==> src/hdl/dhr_pkg.sv <==
// ----------------------------------------------------------------------------
// dhr_pkg: shared types and constants
// Holds the item record, the fixed color palette and the field widths for the
// double hi-res pixel serializer.
// ----------------------------------------------------------------------------
package dhr_pkg;

  localparam int unsigned BYTE_W   = 8;
  localparam int unsigned COLOR_W  = 9;
  localparam int unsigned REP_W    = 3;
  localparam int unsigned ACC_W    = 21;  // pending bits plus one column
  localparam int unsigned LEFT_W   = 7;   // at most seven bits carry over
  localparam int unsigned CNT_W    = 3;   // 0..7 pending bits
  localparam int unsigned WORDS_W  = 3;   // 1..7 words per item

  localparam logic [COLOR_W-1:0] COLOR_WHITE = 9'h1ff;
  localparam logic [COLOR_W-1:0] COLOR_BLACK = 9'h000;
  localparam logic [REP_W-1:0]   REP_COLOR   = 3'd4;
  localparam logic [REP_W-1:0]   REP_MONO    = 3'd1;
  localparam logic [WORDS_W-1:0] WORDS_MONO  = 3'd7;

  // Item handed from the accumulator to the word emitter.
  typedef struct packed {
    logic [ACC_W-1:0]   bits;   // oldest bit in bit 0
    logic [WORDS_W-1:0] words;  // words to emit
    logic               mono;   // mode latched with the item
  } item_t;

  // 16-entry RGB333 palette.
  function automatic logic [COLOR_W-1:0] palette(input logic [3:0] idx);
    logic [COLOR_W-1:0] c;
    unique case (idx)
      4'h0:    c = 9'h000;
      4'h1:    c = 9'h005;
      4'h2:    c = 9'h020;
      4'h3:    c = 9'h01e;
      4'h4:    c = 9'h0d8;
      4'h5:    c = 9'h124;
      4'h6:    c = 9'h031;
      4'h7:    c = 9'h13c;
      4'h8:    c = 9'h183;
      4'h9:    c = 9'h14f;
      4'ha:    c = 9'h092;
      4'hb:    c = 9'h0df;
      4'hc:    c = 9'h1d9;
      4'hd:    c = 9'h1f7;
      4'he:    c = 9'h1b0;
      default: c = 9'h1ff;
    endcase
    return c;
  endfunction

endpackage

==> src/hdl/dhr_if.sv <==
// ----------------------------------------------------------------------------
// dhr_in_if / dhr_out_if: valid/ready channels
// Column channel into the serializer and word channel out of it.
// ----------------------------------------------------------------------------
interface dhr_in_if;
  logic       valid;
  logic       ready;
  logic [7:0] aux_byte;
  logic [7:0] main_byte;
  logic       line_start;

  modport source (output valid, aux_byte, main_byte, line_start, input ready);
  modport sink   (input valid, aux_byte, main_byte, line_start, output ready);
endinterface

interface dhr_out_if;
  logic       valid;
  logic       ready;
  logic [8:0] first_color;
  logic [8:0] second_color;
  logic [2:0] repeat_each;
  logic       last_of_item;

  modport source (output valid, first_color, second_color, repeat_each, last_of_item,
                  input ready);
  modport sink   (input valid, first_color, second_color, repeat_each, last_of_item,
                  output ready);
endinterface

==> src/hdl/dhr_accum.sv <==
// ----------------------------------------------------------------------------
// dhr_accum: column bit accumulator
// Appends 14 bits per column to the pending bits, works out how many words the
// column yields and keeps the leftover bits for the next column.
// ----------------------------------------------------------------------------
module dhr_accum
  import dhr_pkg::*;
(
  input  logic        clk,
  input  logic        rst_n,
  input  logic        cfg_we,
  input  logic        cfg_wdata,
  dhr_in_if.sink      in_ch,
  input  logic        load_ok,
  output logic        item_v,
  output item_t       item
);

  logic              mono_r;
  logic [LEFT_W-1:0] left_bits_r, left_bits_nxt;
  logic [CNT_W-1:0]  left_cnt_r,  left_cnt_nxt;

  logic              accept;
  logic [LEFT_W-1:0] base_bits;
  logic [CNT_W-1:0]  base_cnt;
  logic [13:0]       fresh;
  logic [ACC_W-1:0]  total_bits;
  logic [4:0]        total_cnt;

  assign in_ch.ready = load_ok;
  assign accept      = in_ch.valid & load_ok;

  always_comb begin
    base_bits  = in_ch.line_start ? '0 : left_bits_r;
    base_cnt   = in_ch.line_start ? '0 : left_cnt_r;
    fresh      = {in_ch.main_byte[6:0], in_ch.aux_byte[6:0]};
    total_bits = {14'b0, base_bits} | ({7'b0, fresh} << base_cnt);
    total_cnt  = {2'b0, base_cnt} + 5'd14;

    item.bits = total_bits;
    item.mono = mono_r;
    if (mono_r) begin
      // 14..21 bits always give seven 2-bit words; base_cnt bits remain
      item.words    = WORDS_MONO;
      left_bits_nxt = total_bits[20:14];
      left_cnt_nxt  = base_cnt;
    end else if (total_cnt >= 5'd16) begin
      item.words    = 3'd2;
      left_bits_nxt = {2'b0, total_bits[20:16]};
      left_cnt_nxt  = total_cnt[CNT_W-1:0];          // total - 16
    end else begin
      item.words    = 3'd1;
      left_bits_nxt = total_bits[14:8];
      left_cnt_nxt  = 3'(total_cnt - 5'd8);
    end
  end

  assign item_v = accept & (item.words != '0);

  always_ff @(posedge clk) begin
    if (!rst_n) begin
      mono_r      <= 1'b0;
      left_bits_r <= '0;
      left_cnt_r  <= '0;
    end else begin
      if (cfg_we) mono_r <= cfg_wdata;
      if (accept) begin
        left_bits_r <= left_bits_nxt;
        left_cnt_r  <= left_cnt_nxt;
      end
    end
  end

  a_mono_seven: assert property (@(posedge clk) disable iff (!rst_n)
    (item_v && item.mono) |-> (item.words == WORDS_MONO))
    else $error("mono item must yield seven words");

  a_color_words: assert property (@(posedge clk) disable iff (!rst_n)
    (item_v && !item.mono) |-> (item.words == 3'd1 || item.words == 3'd2))
    else $error("color item must yield one or two words");

  a_left_clean: assert property (@(posedge clk) disable iff (!rst_n)
    accept |=> ((left_bits_r >> left_cnt_r) == '0))
    else $error("stale bits above pending count");

endmodule

==> src/hdl/dhr_emit.sv <==
// ----------------------------------------------------------------------------
// dhr_emit: word emitter
// Holds one item and sends its words one per cycle, while out_ch is not stalled,
// into the output register, mapping bits to colors on the way.
// ----------------------------------------------------------------------------
module dhr_emit
  import dhr_pkg::*;
(
  input  logic        clk,
  input  logic        rst_n,
  input  logic        item_v,
  input  item_t       item,
  output logic        load_ok,
  dhr_out_if.source   out_ch
);

  logic                ivalid_r;
  logic [ACC_W-1:0]    ibits_r, ibits_nxt;
  logic [WORDS_W-1:0]  irem_r;
  logic                imono_r;

  logic                ovalid_r;
  logic [COLOR_W-1:0]  first_r, first_nxt;
  logic [COLOR_W-1:0]  second_r, second_nxt;
  logic [REP_W-1:0]    rep_r, rep_nxt;
  logic                last_r;

  logic out_load, fire, last_word;

  assign out_load  = ~ovalid_r | out_ch.ready;
  assign fire      = ivalid_r & out_load;
  assign last_word = (irem_r == 3'd1);
  assign load_ok   = ~ivalid_r | (fire & last_word);

  always_comb begin
    if (imono_r) begin
      ibits_nxt  = {2'b0, ibits_r[ACC_W-1:2]};
      first_nxt  = ibits_r[0] ? COLOR_WHITE : COLOR_BLACK;
      second_nxt = ibits_r[1] ? COLOR_WHITE : COLOR_BLACK;
      rep_nxt    = REP_MONO;
    end else begin
      ibits_nxt  = {8'b0, ibits_r[ACC_W-1:8]};
      first_nxt  = palette(ibits_r[3:0]);
      second_nxt = palette(ibits_r[7:4]);
      rep_nxt    = REP_COLOR;
    end
  end

  always_ff @(posedge clk) begin
    if (!rst_n) begin
      ivalid_r <= 1'b0;
      ovalid_r <= 1'b0;
    end else begin
      if (item_v) begin
        ivalid_r <= 1'b1;
      end else if (fire && last_word) begin
        ivalid_r <= 1'b0;
      end
      if (fire) begin
        ovalid_r <= 1'b1;
      end else if (out_ch.ready) begin
        ovalid_r <= 1'b0;
      end
    end
  end

  always_ff @(posedge clk) begin
    if (item_v) begin
      ibits_r <= item.bits;
      irem_r  <= item.words;
      imono_r <= item.mono;
    end else if (fire) begin
      ibits_r <= ibits_nxt;
      irem_r  <= irem_r - 3'd1;
    end
    if (fire) begin
      first_r  <= first_nxt;
      second_r <= second_nxt;
      rep_r    <= rep_nxt;
      last_r   <= last_word;
    end
  end

  assign out_ch.valid        = ovalid_r;
  assign out_ch.first_color  = first_r;
  assign out_ch.second_color = second_r;
  assign out_ch.repeat_each  = rep_r;
  assign out_ch.last_of_item = last_r;

  a_rem_nonzero: assert property (@(posedge clk) disable iff (!rst_n)
    ivalid_r |-> (irem_r != '0))
    else $error("held item has no words left");

  a_last_marked: assert property (@(posedge clk) disable iff (!rst_n)
    (fire && last_word) |=> (ovalid_r && last_r))
    else $error("final word of item not marked");

  a_hold_on_stall: assert property (@(posedge clk) disable iff (!rst_n)
    (ivalid_r && !out_load) |=> ($stable(ibits_r) && $stable(irem_r)))
    else $error("held item changed while output stalled");

endmodule

==> src/hdl/double_hires_pixel_serializer_core.sv <==
// ----------------------------------------------------------------------------
// double_hires_pixel_serializer_core: double hi-res pixel serializer
// Turns screen columns (aux + main byte) into two-pixel RGB333 words, either
// 4-bit palette colors or 1-bit white/black.
//
//   channel  | dir | handshake        | payload
//   ---------+-----+------------------+----------------------------------------
//   in_ch    | in  | valid/ready      | aux_byte, main_byte, line_start
//   out_ch   | out | valid/ready      | first_color, second_color,
//            |     |                  | repeat_each, last_of_item
//   cfg      | in  | cfg_we (no wait) | cfg_wdata = monochrome_mode
//
// Rate: one word leaves per cycle while out_ch is not stalled; a column yields
//   7 words in monochrome mode and 1 or 2 in color mode, drained from the held
//   item by the single output register.
// Path: an accepted column is loaded into the item register, and its first word
//   then moves through the output register onto out_ch.
// A new column is accepted in the cycle the previous one's last word moves
//   to the output register, so columns stream with no gap.
// Reset (rst_n low, synchronous) clears the pending bits, the mode bit and
//   all valid flags; out_ch stalls simply hold the output and the held item.
// ----------------------------------------------------------------------------
module double_hires_pixel_serializer_core
  import dhr_pkg::*;
(
  input  logic      clk,
  input  logic      rst_n,
  input  logic      cfg_we,
  input  logic      cfg_wdata,
  dhr_in_if.sink    in_ch,
  dhr_out_if.source out_ch
);

  // Column record passed from the accumulator to the emitter.
  item_t item;
  logic  item_v;
  logic  load_ok;   // emitter can take a new item this cycle

  // Front end: merges new bits with the leftover ones and decides the word
  // count; the leftover bits update at accept time, but a column is accepted
  // only while the emitter can take it (load_ok).
  dhr_accum u_accum (
    .clk       (clk),
    .rst_n     (rst_n),
    .cfg_we    (cfg_we),
    .cfg_wdata (cfg_wdata),
    .in_ch     (in_ch),
    .load_ok   (load_ok),
    .item_v    (item_v),
    .item      (item)
  );

  // Back end: item register plus output register; palette lookup sits
  // between them.
  dhr_emit u_emit (
    .clk     (clk),
    .rst_n   (rst_n),
    .item_v  (item_v),
    .item    (item),
    .load_ok (load_ok),
    .out_ch  (out_ch)
  );

endmodule
==> src/flat_wrapper.sv <==
// flat-port wrapper written by rule: the top's interface ports become plain ports
module double_hires_pixel_serializer_core_flat import dhr_pkg::*;
  (clk, rst_n, cfg_we, cfg_wdata, in_ch_valid, in_ch_aux_byte, in_ch_main_byte, in_ch_line_start, in_ch_ready, out_ch_valid, out_ch_first_color, out_ch_second_color, out_ch_repeat_each, out_ch_last_of_item, out_ch_ready);
  dhr_in_if in_ch_i ();
  dhr_out_if out_ch_i ();
  input  logic clk;
  input  logic rst_n;
  input  logic cfg_we;
  input  logic cfg_wdata;
  input wire logic [$bits(in_ch_i.valid)-1:0] in_ch_valid;
  input wire logic [$bits(in_ch_i.aux_byte)-1:0] in_ch_aux_byte;
  input wire logic [$bits(in_ch_i.main_byte)-1:0] in_ch_main_byte;
  input wire logic [$bits(in_ch_i.line_start)-1:0] in_ch_line_start;
  output wire logic [$bits(in_ch_i.ready)-1:0] in_ch_ready;
  output wire logic [$bits(out_ch_i.valid)-1:0] out_ch_valid;
  output wire logic [$bits(out_ch_i.first_color)-1:0] out_ch_first_color;
  output wire logic [$bits(out_ch_i.second_color)-1:0] out_ch_second_color;
  output wire logic [$bits(out_ch_i.repeat_each)-1:0] out_ch_repeat_each;
  output wire logic [$bits(out_ch_i.last_of_item)-1:0] out_ch_last_of_item;
  input wire logic [$bits(out_ch_i.ready)-1:0] out_ch_ready;
  assign in_ch_i.valid = in_ch_valid;
  assign in_ch_i.aux_byte = in_ch_aux_byte;
  assign in_ch_i.main_byte = in_ch_main_byte;
  assign in_ch_i.line_start = in_ch_line_start;
  assign in_ch_ready = in_ch_i.ready;
  assign out_ch_valid = out_ch_i.valid;
  assign out_ch_first_color = out_ch_i.first_color;
  assign out_ch_second_color = out_ch_i.second_color;
  assign out_ch_repeat_each = out_ch_i.repeat_each;
  assign out_ch_last_of_item = out_ch_i.last_of_item;
  assign out_ch_i.ready = out_ch_ready;
  double_hires_pixel_serializer_core u_core (.clk(clk), .rst_n(rst_n), .cfg_we(cfg_we), .cfg_wdata(cfg_wdata), .in_ch(in_ch_i), .out_ch(out_ch_i));
endmodule
==> config.mk <==
export PLATFORM = sky130hd
export DESIGN_NAME = double_hires_pixel_serializer_core_flat
export DESIGN_NICKNAME = d
export VERILOG_FILES = /design/src/hdl/dhr_pkg.sv /design/src/hdl/dhr_if.sv /design/src/hdl/dhr_accum.sv /design/src/hdl/dhr_emit.sv /design/src/hdl/double_hires_pixel_serializer_core.sv /design/src/flat_wrapper.sv
export SDC_FILE = /design/constraint.sdc
export NUM_CORES = 1
export LEC_CHECK = 0
export ABC_AREA = 1
export BUFFER_PORTS_ARGS = -buffer_cell sky130_fd_sc_hd__buf_2
export CORE_MARGIN = 10
export CORE_UTILIZATION = 48
export DETAILED_ROUTE_END_ITERATION = 10
export GPL_TIMING_DRIVEN = 1
export PLACE_DENSITY = 0.77
export SLEW_MARGIN = 20
export SYNTH_ARGS = -nofsm -noshare
export SYNTH_HDL_FRONTEND = slang
export SYNTH_HIERARCHICAL = 1
export SYNTH_SLANG_ARGS = --single-unit
==> constraint.sdc <==
create_clock -name clk -period 2.8 [get_ports clk]
set_input_delay 0.28 -clock clk [delete_from_list [all_inputs] [get_ports clk]]
set_output_delay 0.28 -clock clk [all_outputs]
set_load 0.02 [all_outputs]
==> out/results.tsv <==
metric	value	unit
vias in the first global route	3701	
Slew @ Worst Pin	0.585	ns
Peak Freq	0.395	GHz
Net Sw Frac	36.2	%
CP Data Arrival Time	2.82	ns
Final TNS setup	0	ns
CTS Hold Bufs	0	
GPL Wtd Cong	0.912	
PD cells	704	mW/mm^2
Yosys reg bits	77	
CTS tree	done	
largest net degree at the start of global routing	37	
RSZ-0062 raised after global routing	false	
Tmin final	2.53	ns
crit start category	register	
cell-internal power	2230	uW
Setup WS post-layout	0.269	ns
Synth cell types	39	
initial antenna violation count	0	
WL/cell	12.6	um
CP Class	reg2reg	
Hold Crit Class	in2reg	
Seq pwr share	46.3	%
Commonest cells post-synth	nand2_1 (192), nand3_1 (96), inv_1 (56)	
initial core utilization	48.8	%
outcome	finished clean	
sequential share of the synthesized area	44.6	%
Setup Skew	0.0159	ns
top cells by area, synth	edfxtp_1 (31%), nand2_1 (16%), dfxtp_1 (14%), nand3_1 (11%), inv_1 (4.7%)	
die width	117	um
final setup violation count	0	
clock root buffer	clkbuf_8	
n_diodes	0	
Core ar.	0.00920	mm^2
count of flip-flops with a built-in enable after synthesis	46	
dpl ws	0.135	ns
Top FF cell, synth	edfxtp_1	
Setup Buffers After CTS	0	
count leader, synth	nand2_1	
fillers	886	
total grt overflow	0	
DP HPWL	7130	um
Buffers on Ports	43	
CTS Buf Count	9	
first-pass GRT wire length	16700	um
Post-Syn Area	0.00449	mm^2
Mapped Nets	631	
DRT iter0 DRCs	274	
CTS clock-pin slew for the worst setup and hold paths	0.09	ns
fin nets	673	
Die ar.	0.0136	mm^2
H-tree depth	3	
Hold WS	0.141	ns
via count	3846	
Antenna Nets Post-Route	0	
Max VDD drop	0.000356	V
Clock power frac	22.6	%
ys async rst share	0	%
# rows	35	
Pins Over Slew Limit	0	
Placed Cells	734	
syn_area_per_cell	7.59	um^2
part of the cycle the worst path needs	90.4	%
post_cts resized	0	
Critical Path RT	3.09	ns
Logic pwr share	31.1	%
number of I/O pins	47	
worst skew pair latency	0.35	ns
clk sink count	77	
vias per cell	5.13	
DRC errors left	0	
CP endpoint kind	register	
Yosys top cell area share	30.8	%
Post-Synthesis Cells	592	
Leakage	0.00245	uW
GRT Util Overall	14.9	%
Clock Path Buffers	2	
Max Cap Viol	0	
Die Ht	117	um
Max-Slew Margin vs Limit	60.8	%
Detailed Route WL	9460	um
Synth-to-Final Area Change	10.8	%
share of cells above drive strength 1	16.1	%
crit-path max FO	16	
switching power	1270	uW
DR pass1 iterations	5	
warnings from Yosys	6	
Final Non-Filler Cells	750	
Fin. Hold Viols	0	
area leader, netlist	edfxtp_1	
-- cells in the final DEF (no fill, tap or decap), types with 4 or more instances in the layout --
master,count
nand2_2,15
and2_1,9
inv_1,55
nor2_1,26
dfxtp_1,31
edfxtp_1,46
nand3_1,96
inv_2,4
a21oi_1,23
buf_4,13
or2_1,6
clkbuf_8,9
nand2_1,191
o21ai_0,21
ha_1,16
buf_2,43
-- cell type report --
class                   count  area (um^2)  area share [%]
multi-input cells         427         2090            42.0
inverters                  63          246            4.95
flip-flops and latches     77         2000            40.2
clock inverters             7         62.6            1.26
well taps                 111          139            2.79
repair buffers             56          313            6.28
clock buffers               9          124            2.49
-- path summary, 6_finish.rpt --
check / slack (ns) / depth (start not counted) / startpoint / endpoint
max: 0.27 / 17 / u_core/u_emit/irem_r[0]$_DFFE_PN_ / register
min: 0.14 / 3 / cfg_wdata / u_core/u_accum/mono_r$_SDFFE_PN0P_
max reg2reg: 0.27 / 17 / u_core/u_emit/irem_r[0]$_DFFE_PN_ / register
min reg2reg: 0.49 / 2 / register / u_core/u_emit/out_ch.second_color[4]$_DFFE_PP_
-- worst max-delay path, cell delays in order, from the launching register on --
cell	delay, ns
edfxtp_1	0.43
ha_1	0.22
inv_1	0.05
nor2_1	0.05
nand2_1	0.05
nand2_1	0.08
nand2_2	0.11
clkinv_1	0.13
clkinv_4	0.13
nand2_2	0.15
buf_4	0.21
nor2_1	0.17
inv_1	0.07
nand2_2	0.15
ha_1	0.26
inv_1	0.06
nand2_1	0.06
nand3_1	0.08
-- metal layers --
| metal | track usage (%) | up-vias | wire (um) |
|---|---|---|---|
| met1 | 18.1 | 1725 | 4300 |
| li1 | - | 2002 | - |
| met4 | 6.26 | 0 | 206 |
| met3 | 3.34 | 17 | 478 |
| met2 | 24.8 | 102 | 4470 |
| met5 | 0 | - | 0 |
-- power groups by stage --
stage	combinational (uW)	sequential [uW]	clock, uW
final	1090	1620	792
after global routing	1260	1650	856
after CTS	1080	1620	816
after detailed placement	1070	1650	0
after global placement	1030	1640	0
after floorplan	766	1690	0
-- cell families (layout without fill, tap and decap cells) --
group	count (synthesis)	in the layout	share of synthesized area (%)
AND/OR/NAND/NOR	352	352	34.6
buffers and inverters	88	135	9.25
flip-flops	77	77	44.6
AO/OA/AOI/OAI	57	57	6.88
adder cells (fa/ha/maj)	16	16	4.46
other	1	1	0.0835
XOR/XNOR	1	1	0.195
-- metrics by stage --
| stage | util [%] | total power (uW) | cell area (um^2) |
|---|---|---|---|
| after floorplan | - | 2450 | 4490 |
| after global placement | 51.9 | 2670 | 4770 |
| after detailed placement | 51.9 | 2720 | 4770 |
| after CTS | 53.9 | 3520 | 4960 |
| after global routing | 54.1 | 3770 | 4980 |
| final | 54.1 | 3500 | 4980 |
Note: power is estimated with default switching activity, not from simulation.
